File: config.mk
export PLATFORM = sky130hd
export DESIGN_NAME = tdfa_walk_flat
export DESIGN_NICKNAME = d
export VERILOG_FILES = /design/src/rtl/tdfa_pkg.sv /design/src/rtl/tdfa_in_if.sv /design/src/rtl/tdfa_out_if.sv /design/src/rtl/tdfa_walk.sv /design/src/flat_wrapper.sv
export SDC_FILE = /design/constraint.sdc
export NUM_CORES = 1
export LEC_CHECK = 0
export ABC_AREA = 1
export CAP_MARGIN = 10
export CORE_MARGIN = 2
export CORE_UTILIZATION = 50
export DETAILED_ROUTE_END_ITERATION = 8
export DONT_BUFFER_PORTS = 1
export PLACE_DENSITY = 0.75
export SLEW_MARGIN = 20
export SYNTH_ARGS = -nofsm -noshare
export SYNTH_HDL_FRONTEND = slang
export SYNTH_SLANG_ARGS = --single-unit
File: constraint.sdc
create_clock -name clk_i -period 1.61 [get_ports clk_i]
set_input_delay 0.322 -clock clk_i [delete_from_list [all_inputs] [get_ports clk_i]]
set_output_delay 0.322 -clock clk_i [all_outputs]
set_load 0.01 [all_outputs]
File: src/rtl/tdfa_pkg.sv
`timescale 1ns / 1ps
`default_nettype none

package tdfa_pkg;

  localparam int NUM_STATES = 256;
  localparam int MAX_LENGTH = 1024;

  localparam int ST_W  = 8;
  localparam int SYM_W = 8;

  // Only states that both the state fields can name and NUM_STATES allows get storage.
  localparam int STATE_AW  = (NUM_STATES > (1 << ST_W)) ? ST_W : $clog2(NUM_STATES);
  localparam int TT_AW     = STATE_AW + SYM_W;
  localparam int TT_DEPTH  = 1 << TT_AW;
  localparam int ACC_DEPTH = 1 << STATE_AW;
  localparam int CNT_W     = $clog2(MAX_LENGTH + 1);

  typedef enum logic [1:0] {
    CMD_WR_TRANS  = 2'd0,
    CMD_WR_ACCEPT = 2'd1,
    CMD_FEED      = 2'd2,
    CMD_FINISH    = 2'd3
  } cmd_e;

  typedef struct packed {
    logic            valid;
    logic [ST_W-1:0] target;
  } tt_entry_t;

  typedef struct packed {
    logic             wr;
    logic             rd;
    logic [TT_AW-1:0] addr;
    tt_entry_t        wdata;
  } tt_req_t;

  typedef struct packed {
    logic                wr;
    logic                rd;
    logic [STATE_AW-1:0] addr;
    logic                wdata;
  } acc_req_t;

  function automatic logic state_in_range(logic [ST_W-1:0] s);
    return (int'(s) < NUM_STATES);
  endfunction

endpackage

`default_nettype wire

File: src/rtl/tdfa_in_if.sv
`timescale 1ns / 1ps
`default_nettype none

interface tdfa_in_if;
  logic       valid;
  logic       ready;
  logic [1:0] command;
  logic [7:0] state_index;
  logic [7:0] symbol;
  logic [7:0] target_state;
  logic       target_valid;
  logic       accept_value;

  modport source (
    output valid, command, state_index, symbol, target_state, target_valid, accept_value,
    input  ready
  );
  modport sink (
    input  valid, command, state_index, symbol, target_state, target_valid, accept_value,
    output ready
  );
endinterface

`default_nettype wire

File: src/rtl/tdfa_out_if.sv
`timescale 1ns / 1ps
`default_nettype none

interface tdfa_out_if;
  logic valid;
  logic ready;
  logic matched;
  logic dead_end;

  modport source (
    output valid, matched, dead_end,
    input  ready
  );
  modport sink (
    input  valid, matched, dead_end,
    output ready
  );
endinterface

`default_nettype wire

File: src/rtl/tdfa_walk.sv
`timescale 1ns / 1ps
`default_nettype none

module tdfa_walk (
  input  wire logic                          clk_i,
  input  wire logic                          rst_ni,
  tdfa_in_if.sink                            in_ch,
  tdfa_out_if.source                         out_ch,
  input  wire logic [tdfa_pkg::ST_W-1:0]     start_state_i,
  input  wire logic                          busy_i,
  output tdfa_pkg::tt_req_t                  tt_req_o,
  input  wire tdfa_pkg::tt_entry_t           tt_rdata_i,
  output tdfa_pkg::acc_req_t                 acc_req_o,
  input  wire logic                          acc_rdata_i
);

  tdfa_pkg::cmd_e cmd;

  logic [tdfa_pkg::ST_W-1:0]  cur_q, cur_d, cur_eff, here;
  logic                       dead_q, dead_d, dead_eff;
  logic [tdfa_pkg::CNT_W-1:0] cnt_q, cnt_d;
  logic                       pend_q, pend_d;
  logic [tdfa_pkg::ST_W-1:0]  pend_here_q, pend_here_d;
  logic                       pend_oob_q, pend_oob_d;
  logic                       fin_q, fin_d;
  logic                       fin_dead_q, fin_dead_d;
  logic                       fin_oob_q, fin_oob_d;
  logic                       out_valid_q, out_valid_d;
  logic                       matched_q, matched_d;
  logic                       dead_end_q, dead_end_d;

  logic out_free, in_ready, take, here_ok, idx_ok, take_byte, fin_take;

  assign cmd      = tdfa_pkg::cmd_e'(in_ch.command);
  assign out_free = !out_valid_q || out_ch.ready;
  // A finish waiting for a full output register holds the input side.
  assign in_ready = !busy_i && !(fin_q && !out_free);
  assign take     = in_ch.valid && in_ready;

  // The transition read of the previous beat lands now and is forwarded as the state.
  always_comb begin
    if (pend_q) begin
      cur_eff = (tt_rdata_i.valid && !pend_oob_q) ? tt_rdata_i.target : pend_here_q;
    end else begin
      cur_eff = cur_q;
    end
  end

  assign dead_eff  = dead_q || (pend_q && (!tt_rdata_i.valid || pend_oob_q));
  assign here      = (cnt_q == '0) ? start_state_i : cur_eff;
  assign here_ok   = tdfa_pkg::state_in_range(here);
  assign idx_ok    = tdfa_pkg::state_in_range(in_ch.state_index);
  assign take_byte = take && (cmd == tdfa_pkg::CMD_FEED) && !dead_eff
                     && (cnt_q < tdfa_pkg::CNT_W'(tdfa_pkg::MAX_LENGTH));
  assign fin_take  = take && (cmd == tdfa_pkg::CMD_FINISH);

  always_comb begin
    tt_req_o.wr = take && (cmd == tdfa_pkg::CMD_WR_TRANS) && idx_ok;
    tt_req_o.rd = take_byte;
    if (tt_req_o.wr) begin
      tt_req_o.addr = {in_ch.state_index[tdfa_pkg::STATE_AW-1:0], in_ch.symbol};
    end else begin
      tt_req_o.addr = {here[tdfa_pkg::STATE_AW-1:0], in_ch.symbol};
    end
    tt_req_o.wdata.valid  = in_ch.target_valid;
    tt_req_o.wdata.target = in_ch.target_valid ? in_ch.target_state : '0;

    acc_req_o.wr    = take && (cmd == tdfa_pkg::CMD_WR_ACCEPT) && idx_ok;
    acc_req_o.rd    = fin_take;
    acc_req_o.addr  = acc_req_o.wr ? in_ch.state_index[tdfa_pkg::STATE_AW-1:0]
                                   : here[tdfa_pkg::STATE_AW-1:0];
    acc_req_o.wdata = in_ch.accept_value;
  end

  always_comb begin
    cur_d       = cur_eff;
    dead_d      = dead_eff;
    cnt_d       = cnt_q;
    pend_d      = take_byte;
    pend_here_d = here;
    pend_oob_d  = !here_ok;
    if (take_byte) begin
      cnt_d = cnt_q + 1'b1;
    end
    if (fin_take) begin
      cur_d  = start_state_i;
      dead_d = 1'b0;
      cnt_d  = '0;
    end
  end

  always_comb begin
    fin_d      = fin_q;
    fin_dead_d = fin_dead_q;
    fin_oob_d  = fin_oob_q;
    if (fin_take) begin
      fin_d      = 1'b1;
      fin_dead_d = dead_eff;
      fin_oob_d  = !here_ok;
    end else if (fin_q && out_free) begin
      fin_d = 1'b0;
    end

    out_valid_d = out_valid_q;
    matched_d   = matched_q;
    dead_end_d  = dead_end_q;
    if (fin_q && out_free) begin
      out_valid_d = 1'b1;
      matched_d   = acc_rdata_i && !fin_dead_q && !fin_oob_q;
      dead_end_d  = fin_dead_q;
    end else if (out_ch.ready) begin
      out_valid_d = 1'b0;
    end
  end

  always_ff @(posedge clk_i or negedge rst_ni) begin
    if (!rst_ni) begin
      cur_q       <= '0;
      dead_q      <= 1'b0;
      cnt_q       <= '0;
      pend_q      <= 1'b0;
      fin_q       <= 1'b0;
      out_valid_q <= 1'b0;
    end else begin
      cur_q       <= cur_d;
      dead_q      <= dead_d;
      cnt_q       <= cnt_d;
      pend_q      <= pend_d;
      fin_q       <= fin_d;
      out_valid_q <= out_valid_d;
    end
  end

  always_ff @(posedge clk_i) begin
    pend_here_q <= pend_here_d;
    pend_oob_q  <= pend_oob_d;
    fin_dead_q  <= fin_dead_d;
    fin_oob_q   <= fin_oob_d;
    matched_q   <= matched_d;
    dead_end_q  <= dead_end_d;
  end

  assign in_ch.ready     = in_ready;
  assign out_ch.valid    = out_valid_q;
  assign out_ch.matched  = matched_q;
  assign out_ch.dead_end = dead_end_q;

  a_single_port : assert property (@(posedge clk_i) disable iff (!rst_ni)
    !(tt_req_o.wr && tt_req_o.rd))
    else $error("transition memory written and read in one cycle");

  a_cnt_limit : assert property (@(posedge clk_i) disable iff (!rst_ni)
    cnt_q <= tdfa_pkg::CNT_W'(tdfa_pkg::MAX_LENGTH))
    else $error("byte count passed the length limit");

  a_finish_clears : assert property (@(posedge clk_i) disable iff (!rst_ni)
    fin_take |=> (cnt_q == '0 && !dead_q && !pend_q && fin_q))
    else $error("string state not cleared after finish");

  a_hold_when_busy : assert property (@(posedge clk_i) disable iff (!rst_ni)
    busy_i |-> !in_ch.ready)
    else $error("input taken during the table clear");

endmodule

`default_nettype wire

File: src/flat_wrapper.sv
// flat-port wrapper written by rule: the top's interface ports become plain ports
module tdfa_walk_flat 
  (clk_i, rst_ni, start_state_i, busy_i, tt_req_o, tt_rdata_i, acc_req_o, acc_rdata_i, in_ch_valid, in_ch_command, in_ch_state_index, in_ch_symbol, in_ch_target_state, in_ch_target_valid, in_ch_accept_value, in_ch_ready, out_ch_valid, out_ch_matched, out_ch_dead_end, out_ch_ready);
  tdfa_in_if in_ch_i ();
  tdfa_out_if out_ch_i ();
  input  wire logic clk_i;
  input  wire logic rst_ni;
  input  wire logic [tdfa_pkg::ST_W-1:0] start_state_i;
  input  wire logic busy_i;
  output tdfa_pkg::tt_req_t tt_req_o;
  input  wire tdfa_pkg::tt_entry_t tt_rdata_i;
  output tdfa_pkg::acc_req_t acc_req_o;
  input  wire logic acc_rdata_i;
  input wire logic [$bits(in_ch_i.valid)-1:0] in_ch_valid;
  input wire logic [$bits(in_ch_i.command)-1:0] in_ch_command;
  input wire logic [$bits(in_ch_i.state_index)-1:0] in_ch_state_index;
  input wire logic [$bits(in_ch_i.symbol)-1:0] in_ch_symbol;
  input wire logic [$bits(in_ch_i.target_state)-1:0] in_ch_target_state;
  input wire logic [$bits(in_ch_i.target_valid)-1:0] in_ch_target_valid;
  input wire logic [$bits(in_ch_i.accept_value)-1:0] in_ch_accept_value;
  output wire logic [$bits(in_ch_i.ready)-1:0] in_ch_ready;
  output wire logic [$bits(out_ch_i.valid)-1:0] out_ch_valid;
  output wire logic [$bits(out_ch_i.matched)-1:0] out_ch_matched;
  output wire logic [$bits(out_ch_i.dead_end)-1:0] out_ch_dead_end;
  input wire logic [$bits(out_ch_i.ready)-1:0] out_ch_ready;
  assign in_ch_i.valid = in_ch_valid;
  assign in_ch_i.command = in_ch_command;
  assign in_ch_i.state_index = in_ch_state_index;
  assign in_ch_i.symbol = in_ch_symbol;
  assign in_ch_i.target_state = in_ch_target_state;
  assign in_ch_i.target_valid = in_ch_target_valid;
  assign in_ch_i.accept_value = in_ch_accept_value;
  assign in_ch_ready = in_ch_i.ready;
  assign out_ch_valid = out_ch_i.valid;
  assign out_ch_matched = out_ch_i.matched;
  assign out_ch_dead_end = out_ch_i.dead_end;
  assign out_ch_i.ready = out_ch_ready;
  tdfa_walk u_core (.clk_i(clk_i), .rst_ni(rst_ni), .in_ch(in_ch_i), .out_ch(out_ch_i), .start_state_i(start_state_i), .busy_i(busy_i), .tt_req_o(tt_req_o), .tt_rdata_i(tt_rdata_i), .acc_req_o(acc_req_o), .acc_rdata_i(acc_rdata_i));
endmodule
==> results.cfg <==
[logic_synthesis]
yosys-mux-area-fraction_pct = 0
synth-compound-area-share_pct = 3.89
syn_nets = 370
synth-seq-area-share_pct = 37.8
synth_simple_gate_area_share_pct = 42.2
yosysTopAreaCellShare_pct = 26.3
synth_top_cell_by_area = dfrtp_1
synthCells = 317
synth_area_leaders = dfrtp_1, nand2_1, nand3_1
ys_ff_latch = 34
synth_xor_area_share_pct = 2.00
synth_top_family_by_area = simple AND/OR/NAND/NOR gates
synthDistinctLibCells = 29
synthAdderAreaFrac_pct = 1.14
syn_avg_cell_area_um2 = 6.90
synth_area_um2 = 2190
yosys_warnings = 0

[clock_tree]
clockBufferDepth = 2
clock_latency_ns = 0.30
clkSlewWorstSetupHoldPaths_ns = 0.07
cts.htree.levels = 2
cts_tree = done
numCtsBuffers = 5
root_buffer = clkbuf_8
clock_sinks = 34

[floorplan]
fp.dieH_um = 70.1
rows = 24
pin_count = 93
start_util_pct = 50.9
die_w_um = 70.1
core_um2 = 4290
dieArea_um2 = 4920

[critical_path]
worst_path_most_repeated_cell = nand2_2
crit_slowest_cell = dfrtp_1
cp-start-kind = flip-flop
crit_path_max_fanout = 8
crit_chain = inv_2 > ha_4 > inv_2 > nor2_2 > nand2_2 > nor2_4 > nand2_4 > nand2_2 > nand3_1 > nand2_2
crit_family = simple AND/OR/NAND/NOR gates
critical_path_buf_inv_count = 2
crit_arrival_ns = 1.73
end_kind = output pin
slowest_delay_ns = 0.40
path_class = reg2out
worst-endpoint-required_ns = 1.29

[sta]
finalClockSkew_ns = 0.00651
drv_slew = 0
worstMarginPinSlew_ns = 0.549
setup_viol = 19
hold_viol = 0
fmax_ghz = 0.487
layout_setup_ws_ns = -0.444
rsz0062_at_grt = true
period_share_pct = 128
slew-limit-headroom_pct = 63.0
period_needed_ns = 2.05

[placed_design]
place_congestion = 0.848
dpl.hpwl_um = 3820
dpl.cell_count = 372
post-place-ws_ns = -0.174
port_buffers = 0

[global_route]
use_met3_pct = 7.07
use_met2_pct = 40.1
grt_busiest_layer = met2
grt_max_degree = 24
grt_pass1_wl_um = 9410
grt_usage_pct = 24.5
antenna_found_initial = 0
met1_usage_pct = 30.8
overflow = 0
first_global_vias = 1979

[layout]
drive_above_1_share_pct = 31.0
syn2layout_area_growth_pct = 26.8
fin_util_pct = 64.6
insertedDiodeCount = 0
nets = 400
fin_cells = 400

[power_and_ir_drop]
clkPwrFrac_pct = 22.8
p_sw_mw = 1.14
pwr-share-comb_pct = 40.1
pwr-share-seq_pct = 37.1
switching_share_pct = 38.6
peakVddDrop_mv = 0.754
power.density_nw_per_um2 = 1070
p_int_mw = 1.82
p_leak_nw = 1.42

[detailed_routing]
firstDrtPassIters = 4
ant_nets = 0
routed_wl_um = 6140
drc_errors = 0
wl_per_cell_um = 15.4
vias_per_cell = 5.40
dr_total_vias = 2158
drtIter0Drc = 88

[status]
outcome = finished with violations
violations = setup timing

[run]
maxCapViolCount = 0

[min_path]
hold_class = in2async
## power by group through the flow
stage / clock network, mW / logic [mW] / registers [mW]
after CTS: 0.677 / 1.14 / 1.09
after floorplan: 0 / 0.743 / 1.10
after global routing: 0.720 / 1.30 / 1.11
after detailed placement: 0 / 0.941 / 1.11
final: 0.674 / 1.19 / 1.10
after global placement: 0 / 0.908 / 1.10
## final cells by class
type / count / area (um2)
inverter: 37 / 161
clock inverter: 2 / 12.5
multi-input combinational: 231 / 1310
tap: 52 / 65.1
timing repair buffer: 35 / 298
timing repair inverter: 3 / 17.5
fill: 353 / 1520
clock buffer: 6 / 82.6
sequential: 34 / 826
## sequential cells by signal, indices dropped and copies added (netlist names)
register                cells
u_core.out_ch.valid         1
u_core.dead_q               1
u_core.cnt_q               11
u_core.out_ch.dead_end      1
u_core.fin_q                1
u_core.fin_dead_q           1
u_core.pend_here_q          8
u_core.cur_q                8
u_core.out_ch.matched       1
u_core.pend_q               1
## synth_stat cells (all sizes together)
cell type    n
xnor2        2
xor2         3
a21oi        1
dfrtp       23
edfxtp       3
ha           2
nand3b       3
nor2        17
nand2      123
buf         18
nand4        2
and2         8
nor3         1
clkbuf       1
nand3       49
inv         37
o21ai       16
dfxtp        8
## layer usage
| metal | vias up | wire length, um | part of all wire, % |
|---|---|---|---|
| met2 | 84 | 2980 | 48 |
| met4 | 0 | 119 | 1.9 |
| li1 | 1047 | - | - |
| met1 | 1017 | 2600 | 42 |
| met3 | 10 | 447 | 7.3 |
| met5 | - | 0 | 0 |
## stage by stage
stage	cell area [um2]	hold slack, ns	TNS, ns	power, mW
floorplan	2220	0.0264	-0.0593	1.84
global placement	2340	0.0269	-0.602	2.01
detailed placement	2340	0.0269	-2.48	2.05
CTS	2710	0.141	-6.95	2.91
global route	2770	0.0393	-9.00	3.13
finish	2770	0.000199	-7.13	2.96
## cell families after synthesis
family          after synthesis
flops                        34
compound gates               17
xor+xnor                      5
fa+ha+maj                     2
buf+inv                      56
simple gates                203
## final timing paths
path / from / endpoint / slack [ns] / cells past startpoint
max reg2reg: u_core.cnt_q[0] / u_core.pend_here_q[7] / 0.10 / 8
max in group asynchronous: rst_ni / u_core.cnt_q[9] / 1.25 / 1
min in group clk_i: start_state_i[0] / u_core.cur_q[0] / 0.14 / 2
min: rst_ni / u_core.cur_q[3] / 0.0002 / 1
min reg2reg: u_core.fin_dead_q / u_core.out_ch.dead_end / 0.46 / 0
max: u_core.cnt_q[0] / acc_req_o[2] / -0.44 / 10
## layout by cell type (no fill, tap or decap)
| master | instances |
|---|---|
| nand3_4 | 5 |
| a21oi_1 | 1 |
| nand3_2 | 10 |
| buf_4 | 27 |
| inv_4 | 1 |
| dfrtp_1 | 23 |
| buf_6 | 4 |
| clkinvlp_4 | 2 |
| inv_6 | 3 |
| nand2_1 | 94 |
| inv_1 | 30 |
| nor2_2 | 4 |
| ha_4 | 1 |
| o21ai_1 | 4 |
| dfxtp_1 | 8 |
| xnor2_1 | 2 |
| edfxtp_1 | 3 |
| clkinv_2 | 3 |
| xor2_1 | 3 |
| nor2_1 | 11 |
| clkinv_4 | 1 |
| nand4_4 | 1 |
| o21ai_0 | 12 |
| nand3_1 | 36 |
| nor3_4 | 1 |
| buf_2 | 2 |
| clkbuf_8 | 6 |
| nand4_1 | 1 |
| and2_1 | 8 |
| nor2_4 | 3 |
| ha_1 | 1 |
| nand3b_1 | 3 |
| inv_2 | 2 |
| nand2_4 | 4 |
| nand2_2 | 26 |
| buf_12 | 2 |
## what timing repair did
action / 4_1_cts / 5_1_grt
endpoints found under the hold margin: 23 / 0
pin swaps: 7 / 7
setup buffers: 7 / 4
cloned: 6 / 3
setup endpoints to repair: 19 / 25
hold buffers: 1 / 0
gates resized for setup: 38 / 13
Power figures use the tool's default switching activity.
