$ cat config.mk
export PLATFORM = sky130hd
export DESIGN_NAME = tdfa_acc_mem
export DESIGN_NICKNAME = d
export VERILOG_FILES = /design/src/rtl/tdfa_pkg.sv /design/src/rtl/tdfa_acc_mem.sv
export SDC_FILE = /design/constraint.sdc
export NUM_CORES = 1
export LEC_CHECK = 0
export BUFFER_PORTS_ARGS = -buffer_cell sky130_fd_sc_hd__clkbuf_2
export CAP_MARGIN = 20
export CORE_UTILIZATION = 38
export CTS_CLUSTER_DIAMETER = 50
export DETAILED_ROUTE_END_ITERATION = 8
export GPL_TIMING_DRIVEN = 1
export SLEW_MARGIN = 20
export SYNTH_ARGS = -nofsm -noshare
export SYNTH_HDL_FRONTEND = slang
export SYNTH_SLANG_ARGS = --single-unit
$ cat constraint.sdc
create_clock -name clk_i -period 2.06 [get_ports clk_i]
set_input_delay 0.103 -clock clk_i [delete_from_list [all_inputs] [get_ports clk_i]]
set_output_delay 0.103 -clock clk_i [all_outputs]
set_load 0.01 [all_outputs]
$ cat src/rtl/tdfa_pkg.sv
`timescale 1ns / 1ps
`default_nettype none

package tdfa_pkg;

  localparam int NUM_STATES = 256;
  localparam int MAX_LENGTH = 1024;

  localparam int ST_W  = 8;
  localparam int SYM_W = 8;

  // Only states that both the state fields can name and NUM_STATES allows get storage.
  localparam int STATE_AW  = (NUM_STATES > (1 << ST_W)) ? ST_W : $clog2(NUM_STATES);
  localparam int TT_AW     = STATE_AW + SYM_W;
  localparam int TT_DEPTH  = 1 << TT_AW;
  localparam int ACC_DEPTH = 1 << STATE_AW;
  localparam int CNT_W     = $clog2(MAX_LENGTH + 1);

  typedef enum logic [1:0] {
    CMD_WR_TRANS  = 2'd0,
    CMD_WR_ACCEPT = 2'd1,
    CMD_FEED      = 2'd2,
    CMD_FINISH    = 2'd3
  } cmd_e;

  typedef struct packed {
    logic            valid;
    logic [ST_W-1:0] target;
  } tt_entry_t;

  typedef struct packed {
    logic             wr;
    logic             rd;
    logic [TT_AW-1:0] addr;
    tt_entry_t        wdata;
  } tt_req_t;

  typedef struct packed {
    logic                wr;
    logic                rd;
    logic [STATE_AW-1:0] addr;
    logic                wdata;
  } acc_req_t;

  function automatic logic state_in_range(logic [ST_W-1:0] s);
    return (int'(s) < NUM_STATES);
  endfunction

endpackage

`default_nettype wire

$ cat src/rtl/tdfa_acc_mem.sv
`timescale 1ns / 1ps
`default_nettype none

module tdfa_acc_mem (
  input  wire logic                 clk_i,
  input  wire tdfa_pkg::acc_req_t   req_i,
  output logic                      rdata_o
);

  logic mem_q [tdfa_pkg::ACC_DEPTH];
  logic rdata_q;

  always_ff @(posedge clk_i) begin
    if (req_i.wr) begin
      mem_q[req_i.addr] <= req_i.wdata;
    end
    if (req_i.rd) begin
      rdata_q <= mem_q[req_i.addr];
    end
  end

  assign rdata_o = rdata_q;

endmodule

`default_nettype wire

==> results_dict.tcl, run 1 <==
set metrics [dict create \
    port_buffers 12 \
    critPathCaptureType "flip-flop" \
    intPower_mw 9.19 \
    dr.pass1.iters 5 \
    n_antenna_cell 0 \
    relSlewSlack 0.429 \
    place_area_um2 12200 \
    violations "negative setup slack" \
    cap_violations 0 \
    fp.coreArea_um2 28200 \
    rrSetupSlack_ns -0.17 \
    final.setup_skew_ns 0.0117 \
    cts_setup_buffers 0 \
    area_growth_pct 19.9 \
    critical_path.top_delay_family "compound AO/OA/AOI/OAI gates" \
    fp.dieArea_um2 29700 \
    antenna_found_initial 0 \
    yosys.area.top_type_share 0.701 \
    numCtsBuffers 30 \
    p_total_mw 11.7 \
    yosys_warnings 0 \
    path_clk_slew_ns 0.06 \
    syn_inst 748 \
    drc 0 \
    detail_route.wirelength_um 26800 \
    routed_via_density 5.41 \
    cts-root-buf "clkbuf_16" \
    cp.arrival_ns 2.51 \
    peakVddDrop_mv 0.604 \
    drive_above_1_share 0.263 \
    finalSetupTns_ns -0.166 \
    ys_ff_latch 257 \
    crit_path_cell_trace "mux4_2 -> a22oi_2 -> nand2_1 -> a22oi_1 -> a21boi_1 -> or4_1" \
    start_kind "flip-flop" \
    setup_ws_ns -0.166 \
    htreeDepth 1 \
    overflow 0 \
    syn_area_um2 11000 \
    rows 61 \
    hold_class "in2reg" \
    synth-seq-area-share 0.701 \
    finalSetupViolCount 1 \
    postSynthNetCount 760 \
    tightest_slew_ns 0.855 \
    power.share.clock 0.447 \
    p_switching_mw 2.50 \
    hold_viol 0 \
    ant_nets 0 \
    fin_nets 838 \
    required_ns 2.34 \
    drt-wirelength-per-cell_um 21.8 \
    globalplace.congestion 0.797 \
    die_x_um 172 \
    netlist_top_cells_area "edfxtp_1, mux4_2, nor2_1, a22oi_1, clkbuf_1" \
    drtIter0Drc 819 \
    yosysTopAreaCell "edfxtp_1" \
    cts.sinks 257 \
    fin_area_um2 13200 \
    p_per_area_nw_per_um2 884 \
    via_count 6633 \
    path_buf_inv 0 \
    swShare 0.214 \
    grt_pass1_wl_um 40900 \
    grt_max_degree 73 \
    power_frac_comb 0.059 \
    period_share 1.08 \
    cts_tree "built" \
    leakage_nw 4.09 \
    dp_hpwl_um 16800 \
    async_flop_share 0 \
    synth_commonest_cells "nor2_1, edfxtp_1, mux4_2" \
    final_util 0.469 \
    min_period_ns 2.23 \
    rsz0062_at_grt "true" \
    ys.flop_type "edfxtp_1" \
    crit_slowest_cell "mux4_2" \
    critPathMaxStageDelay_ns 0.48 \
    avgSynthCellArea_um2 14.7 \
    grt_usage 0.190 \
    cp_max_fo 1 \
    critPathKind "reg2reg" \
    ys_types 19 \
    synth_edf_count 257 \
    clockBufferDepth 3 \
    clk_latency_ns 0.55 \
    start_util 0.391 \
    synth_most_common_cell "nor2_1" \
    boundaryPins 13 \
    grt_pass1_vias 6595 \
    drv_slew 0 \
    p_seq_frac 0.494 \
    die_y_um 172 \
    fmax_mhz 449 \
    outcome "finished with violations" \
]
==> flip-flops by register name (all words and copies together), names as in the netlist <==
name	cells
mem_q	256
rdata_o	1
==> layer usage <==
layer | global-route usage | wire length (µm)
met1 | 0.281 | 12100
met4 | 0.0435 | 449
met5 | 0 | 0
met2 | 0.292 | 12400
met3 | 0.0323 | 1820
==> area by class of cell <==
class	instances	area [µm²]
clock buffers	38	802
clock inverters	17	180
fillers	2438	14900
multi-input cells	433	3100
flip-flops and latches	257	7720
well taps	378	473
repair buffers	104	942
==> power groups by stage <==
stage          registers (mW)  clock network [mW]  logic, mW
2_1_floorplan            5.88                   0      0.354
3_3_place_gp             5.88                   0      0.668
3_5_place_dp             5.88                   0      0.671
4_1_cts                  5.77                5.30      0.689
5_1_grt                  5.77                5.49      0.734
6_report                 5.77                5.22      0.689
==> cell families after synthesis <==
family | synth area share
muxes | 0.131
AOI/OAI and AO/OA | 0.0298
buffers and inverters | 0.0236
and+or+nand+nor | 0.115
DFF | 0.701
==> worst register-to-register path: cells and delay by family, from the launching register on <==
| family | cells | cell delay, ns |
|---|---|---|
| muxes | 1 | 0.48 |
| DFF | 1 | 0.37 |
| and+or+nand+nor | 2 | 0.54 |
| AOI/OAI and AO/OA | 3 | 0.57 |
==> path summary, 6_finish.rpt <==
| kind | start | end | cells past startpoint |
|---|---|---|---|
| max | mem_q[16] | rdata_o | 6 |
| min | req_i[8] | rdata_o | 4 |
| max reg2reg | mem_q[16] | rdata_o | 6 |
| min reg2reg | mem_q[215] | rdata_o | 6 |
==> through the flow <==
stage	hold slack, ns	worst slack, ns	cells
3_3_place_gp	0.316	-0.415	1170
6_report	0.178	-0.166	1227
4_1_cts	0.156	-0.163	1227
3_5_place_dp	0.319	-0.415	1170
2_1_floorplan	0.202	0.00226	748
5_1_grt	0.220	-0.229	1227
==> repair_timing <==
| item | in CTS | in global routing |
|---|---|---|
| pin swaps | 4 | 1 |
| resized for setup | 10 | 2 |
| hold buffers | 2 | 0 |
| setup endpoints to repair | 1 | 1 |
| hold endpoints to repair | 37 | 0 |
| gates cloned | 0 | 0 |
==> placed cells by master (no fill, tap or decap), types with 3 or more instances in the layout <==
cell type and n:
a22oi_1 29, a22oi_2 11, buf_12 14, buf_4 78
bufinv_16 3, clkbuf_1 7, clkbuf_16 31, clkbuf_2 9
clkinv_1 4, clkinvlp_4 4, edfxtp_1 257, mux4_2 64
nand2_1 41, nand3_1 8, nor2_1 261, nor2b_1 7
Note: power is estimated with default switching activity, not from simulation.
==> run 2, diff against run 1 <==
--- a/config.mk
+++ b/config.mk
@@ -11,6 +11,7 @@
 export CTS_CLUSTER_DIAMETER = 50
 export DETAILED_ROUTE_END_ITERATION = 8
 export GPL_TIMING_DRIVEN = 1
+export SKIP_LAST_GASP = 1
 export SLEW_MARGIN = 20
 export SYNTH_ARGS = -nofsm -noshare
 export SYNTH_HDL_FRONTEND = slang
==> constraint.sdc (replaced) <==
create_clock -name clk_i -period 2.1 [get_ports clk_i]
set_input_delay 0.105 -clock clk_i [delete_from_list [all_inputs] [get_ports clk_i]]
set_output_delay 0.105 -clock clk_i [all_outputs]
set_load 0.01 [all_outputs]
==> run 2 against run 1 <==
Effect of this change:
- the run still ends with negative setup slack left
- cell count decreased by 1.1%
- worst setup slack improved by 0.064 ns
- sequential cell count unchanged
- core utilization decreased by 0.34 points
- critical path type unchanged
==> results_dict.tcl, run 2 (same netlist as run 1, synthesis figures left out) <==
set metrics [dict create \
    globalplace.congestion 0.766 \
    finalSetupTns_ns -0.103 \
    fmax_mhz 454 \
    worstRegToRegCells 6 \
    layout_common_cells "nor2_1, edfxtp_1, buf_4" \
    finalSetupViolCount 1 \
    outcome "finished with violations" \
    drc 0 \
    cts-root-buf "clkbuf_16" \
    ant_nets 0 \
    min_from "req_i[8]" \
    min_to "rdata_o" \
    cp_max_fo 1 \
    routed_via_density 5.42 \
    grt_pass1_vias 6698 \
    cts_tree "built" \
    die_y_um 172 \
    rows 61 \
    largest_register "mem_q" \
    via_count 6577 \
    period_share 1.05 \
    timing.hold.ws_ns 0.194 \
    final_common_cell "nor2_1" \
    rrSetupSlack_ns -0.10 \
    hold_class "in2reg" \
    r2r_end "rdata_o" \
    start_util 0.391 \
    numCtsBuffers 30 \
    path_clk_slew_ns 0.06 \
    largest_reg_flops 256 \
    grt_max_degree 94 \
    violations "negative setup slack" \
    drt-wirelength-per-cell_um 21.4 \
    critPathKind "reg2reg" \
    port_buffers 12 \
    clk_latency_ns 0.55 \
    p_per_area_nw_per_um2 850 \
    fp.coreArea_um2 28200 \
    cap_violations 0 \
    timing.rr.start "mem_q[55]" \
    drive_above_1_share 0.267 \
    tightest_slew_ns 0.824 \
    fin_nets 826 \
    htreeDepth 1 \
    relSlewSlack 0.450 \
    required_ns 2.38 \
    clockBufferDepth 3 \
    min_period_ns 2.20 \
    detail_route.wirelength_um 26000 \
    grt_usage 0.183 \
    leakage_nw 4.02 \
    fillers 2451 \
    cts.sinks 257 \
    min_path_cells 4 \
    die_x_um 172 \
    start_kind "flip-flop" \
    drv_slew 0 \
    overflow 0 \
    critPathCaptureType "flip-flop" \
    hold_viol 0 \
    area_growth_pct 19.1 \
    final.setup_skew_ns 0.0170 \
    rsz0062_at_grt "true" \
    dp_worst_setup_slack_ns -0.442 \
    startpoint "mem_q[55]" \
    dr.pass1.iters 4 \
    antenna_found_initial 2 \
    drtIter0Drc 712 \
    place_area_um2 12100 \
    boundaryPins 13 \
    fp.dieArea_um2 29700 \
    setup_ws_ns -0.103 \
    grt_pass1_wl_um 39700 \
    fin_area_um2 13100 \
    dp_hpwl_um 15600 \
    peakVddDrop_mv 0.617 \
    cp.arrival_ns 2.48 \
]
run 2: cell count changes in the layout (fill, tap and decap cells not counted), sizes merged:
cell and change:
buf -12, bufinv -2, clkinvlp -2, clkbuf -2
clkinv +4, diode +1
run 2: how the worst max path moves through the flow:
stage          endpoint  slack [ns]  depth (start not counted)
4_1_cts         rdata_o       -0.09                          6
6_report        rdata_o       -0.10                          6
2_1_floorplan   rdata_o       0.005                          8
3_3_place_gp    rdata_o       -0.49                          8
5_1_grt         rdata_o       -0.17                          6
3_5_place_dp    rdata_o       -0.44                          8
run 2: final cells by class:
cell class                      count  area [µm²]  share of cell area
Timing Repair Buffer               92         852              0.0650
Clock inverter                     17         120             0.00916
Multi-Input combinational cell    433        3160               0.241
Tap cell                          378         473              0.0361
Clock buffer                       36         795              0.0606
Sequential cell                   257        7720               0.588
Antenna cell                        1        2.50            0.000191
run 2: what timing repair did:
action | CTS | global route
endpoints found under the hold margin | 46 | 0
pin swaps | 15 | 1
endpoints found under the setup margin | 1 | 1
resized for setup | 21 | 4
hold buffers | 2 | 0
setup buffers | 0 | 0
run 2: per-stage QoR:
| step | cells | power [mW] | utilization |
|---|---|---|---|
| floorplan | 748 | 6.11 | - |
| CTS | 1213 | 11.2 | 0.465 |
| finish | 1214 | 11.1 | 0.466 |
| global placement | 1158 | 6.41 | 0.428 |
| detailed placement | 1158 | 6.41 | 0.428 |
| global route | 1213 | 11.4 | 0.466 |
run 2: metal layers:
metal | GRT usage | share of wire | up-vias
li1 | - | - | 2903
met1 | 0.243 | 0.42 | 3441
met2 | 0.308 | 0.49 | 189
met3 | 0.0325 | 0.066 | 42
met4 | 0.0512 | 0.022 | 2
met5 | 0 | 0.00035 | -
run 2: worst max-delay path, cell delays in order (launching register included):
cell and delay (ns):
edfxtp_1 0.37, mux4_2 0.50, a22oi_2 0.20, nand2_2 0.10, a22oi_1 0.17, a21boi_1 0.08, or4_1 0.51
run 2: report_power, final:
group	internal [mW]	switching (mW)	total, mW
clock	2.81	2.01	4.81
sequential	5.66	0.00457	5.66
combinational	0.281	0.395	0.675
total	8.74	2.41	11.1
==> run 3, diff against run 2 <==
--- a/config.mk
+++ b/config.mk
@@ -11,6 +11,7 @@
 export CTS_CLUSTER_DIAMETER = 50
 export DETAILED_ROUTE_END_ITERATION = 8
 export GPL_TIMING_DRIVEN = 1
+export PLACE_DENSITY = 0.59
 export SKIP_LAST_GASP = 1
 export SLEW_MARGIN = 20
 export SYNTH_ARGS = -nofsm -noshare
==> run 3 against run 2 <==
Effect of this change:
- the run still ends with negative setup slack left
- sequential share of layout area grew 0.61 points
- via count is 0.30% higher
- worst setup slack got worse by 0.059 ns
- sequential power is essentially flat
- combinational power fell by 5.0%
- fmax is 2.6% lower
- critical path depth did not move
- clock skew fell by 0.0084 ns
- final area is 1.0% lower
- critical endpoint unchanged
- largest cell class unchanged
==> results_dict.tcl, run 3 (same netlist as run 1, synthesis figures left out) <==
set metrics [dict create \
    outcome "finished with violations" \
    violations "negative setup slack" \
    period_share 1.08 \
    timing.rr.start "mem_q[35]" \
    cts-root-buf "clkbuf_16" \
    clk_latency_ns 0.55 \
    leakage_nw 3.99 \
    critPathKind "reg2reg" \
    die_x_um 172 \
    cts_setup_buffers 0 \
    overflow 0 \
    port_buffers 12 \
    grt_pass1_vias 6636 \
    via_count 6597 \
    clockBufferDepth 3 \
    numCtsBuffers 30 \
    relSlewSlack 0.412 \
    cp_common_cell "a22oi_1" \
    gr-usage-met2 0.288 \
    globalRoute.busiestLayer "met2" \
    dp_hpwl_um 16300 \
    tightest_slew_ns 0.880 \
    drc 0 \
    routed_via_density 5.43 \
    fp.coreArea_um2 28200 \
    final_util 0.461 \
    r2r_end "rdata_o" \
    cp_max_fo 1 \
    use_met3 0.0325 \
    die_y_um 172 \
    critPathCaptureType "flip-flop" \
    worstRegToRegCells 6 \
    start_kind "flip-flop" \
    finalSetupViolCount 1 \
    fmax_mhz 442 \
    drv_slew 0 \
    final.setup_skew_ns 0.00861 \
    detail_route.wirelength_um 26200 \
    dr.pass1.iters 4 \
    rsz0062_at_grt "true" \
    antenna_found_initial 1 \
    place_area_um2 12000 \
    grt_max_degree 60 \
    cp.arrival_ns 2.55 \
    area_growth_pct 17.9 \
    hold_class "in2reg" \
    boundaryPins 13 \
    drtIter0Drc 707 \
    min_to "rdata_o" \
    final_common_cell "nor2_1" \
    layout_common_cells "nor2_1, edfxtp_1, buf_4" \
    p_per_area_nw_per_um2 855 \
    fin_nets 825 \
    use_met1 0.265 \
    hold_viol 0 \
    min_path_cells 4 \
    grt_pass1_wl_um 39800 \
    drive_above_1_share 0.245 \
    required_ns 2.39 \
    p_total_mw 11.1 \
    critPathMaxStageDelay_ns 0.47 \
    crit_slowest_cell "mux4_2" \
    fin_area_um2 13000 \
    largest_register "mem_q" \
    min_period_ns 2.26 \
    crit_path_cell_trace "mux4_2 -> a22oi_1 -> nand2_1 -> a22oi_1 -> a21boi_1 -> or4_1" \
    cts.sinks 257 \
    finalSetupTns_ns -0.162 \
    drt-wirelength-per-cell_um 21.5 \
    globalplace.congestion 0.774 \
    start_util 0.391 \
    rrSetupSlack_ns -0.16 \
    htreeDepth 1 \
    cts_tree "built" \
    ant_nets 0 \
    grt_usage 0.184 \
    cap_violations 0 \
    setup_ws_ns -0.162 \
    rows 61 \
    largest_reg_flops 256 \
    min_from "req_i[8]" \
    peakVddDrop_mv 0.658 \
    path_clk_slew_ns 0.06 \
    fp.dieArea_um2 29700 \
]
[run 3: cell types whose count changed in the layout (fill, tap and decap cells not counted), sizes merged]
cell      previous run  this run
clkbuf              45        43
inv                  2         6
clkinv              12        14
bufinv               1         0
buf                 81        80
clkinvlp             2         1
[run 3: worst max-delay path by stage]
stage,slack [ns],start,cells past startpoint,endpoint
floorplan,0.005,req_i[1],8,rdata_o
global placement,-0.55,req_i[1],8,rdata_o
detailed placement,-0.52,req_i[1],8,rdata_o
CTS,-0.14,mem_q[19],6,rdata_o
global route,-0.26,mem_q[116],6,rdata_o
finish,-0.16,mem_q[35],6,rdata_o
[run 3: area by class of cell]
class / count / area [µm²]
fill: 2506 / 15200
sequential: 257 / 7720
multi-input combinational: 433 / 3080
timing repair buffer: 91 / 795
clock buffer: 34 / 787
tap: 378 / 473
clock inverter: 21 / 129
antenna: 1 / 2.50
[run 3: layer usage]
| metal | wire length [µm] | vias up |
|---|---|---|
| li1 | - | 2911 |
| met1 | 11900 | 3407 |
| met2 | 12000 | 231 |
| met3 | 1740 | 48 |
| met4 | 544 | 0 |
| met5 | 0 | - |
[run 3: stage by stage]
step	hold slack [ns]	worst slack, ns	std cells
finish	0.154	-0.162	1215
global route	0.181	-0.260	1214
CTS	0.161	-0.141	1214
detailed placement	0.334	-0.523	1157
global placement	0.339	-0.553	1157
floorplan	0.204	0.00482	748
[run 3: repair_timing]
item	4_1_cts	5_1_grt
setup endpoints to repair	1	1
gates resized for setup	8	1
pin swaps	10	2
hold buffers	2	0
hold endpoints to repair	7	0
[run 3: power breakdown]
part           leakage, nW  switching [mW]  internal, mW
clock                0.448            2.09          2.71
combinational         1.23           0.383         0.258
sequential            2.31         0.00367          5.66
total                 3.99            2.48          8.62
[run 3: worst max-delay path: cells and delay by family, from the launching register on]
| family | cells | cell delay, ns |
|---|---|---|
| AOI/OAI and AO/OA | 3 | 0.58 |
| and+or+nand+nor | 2 | 0.61 |
| DFF | 1 | 0.36 |
| muxes | 1 | 0.47 |
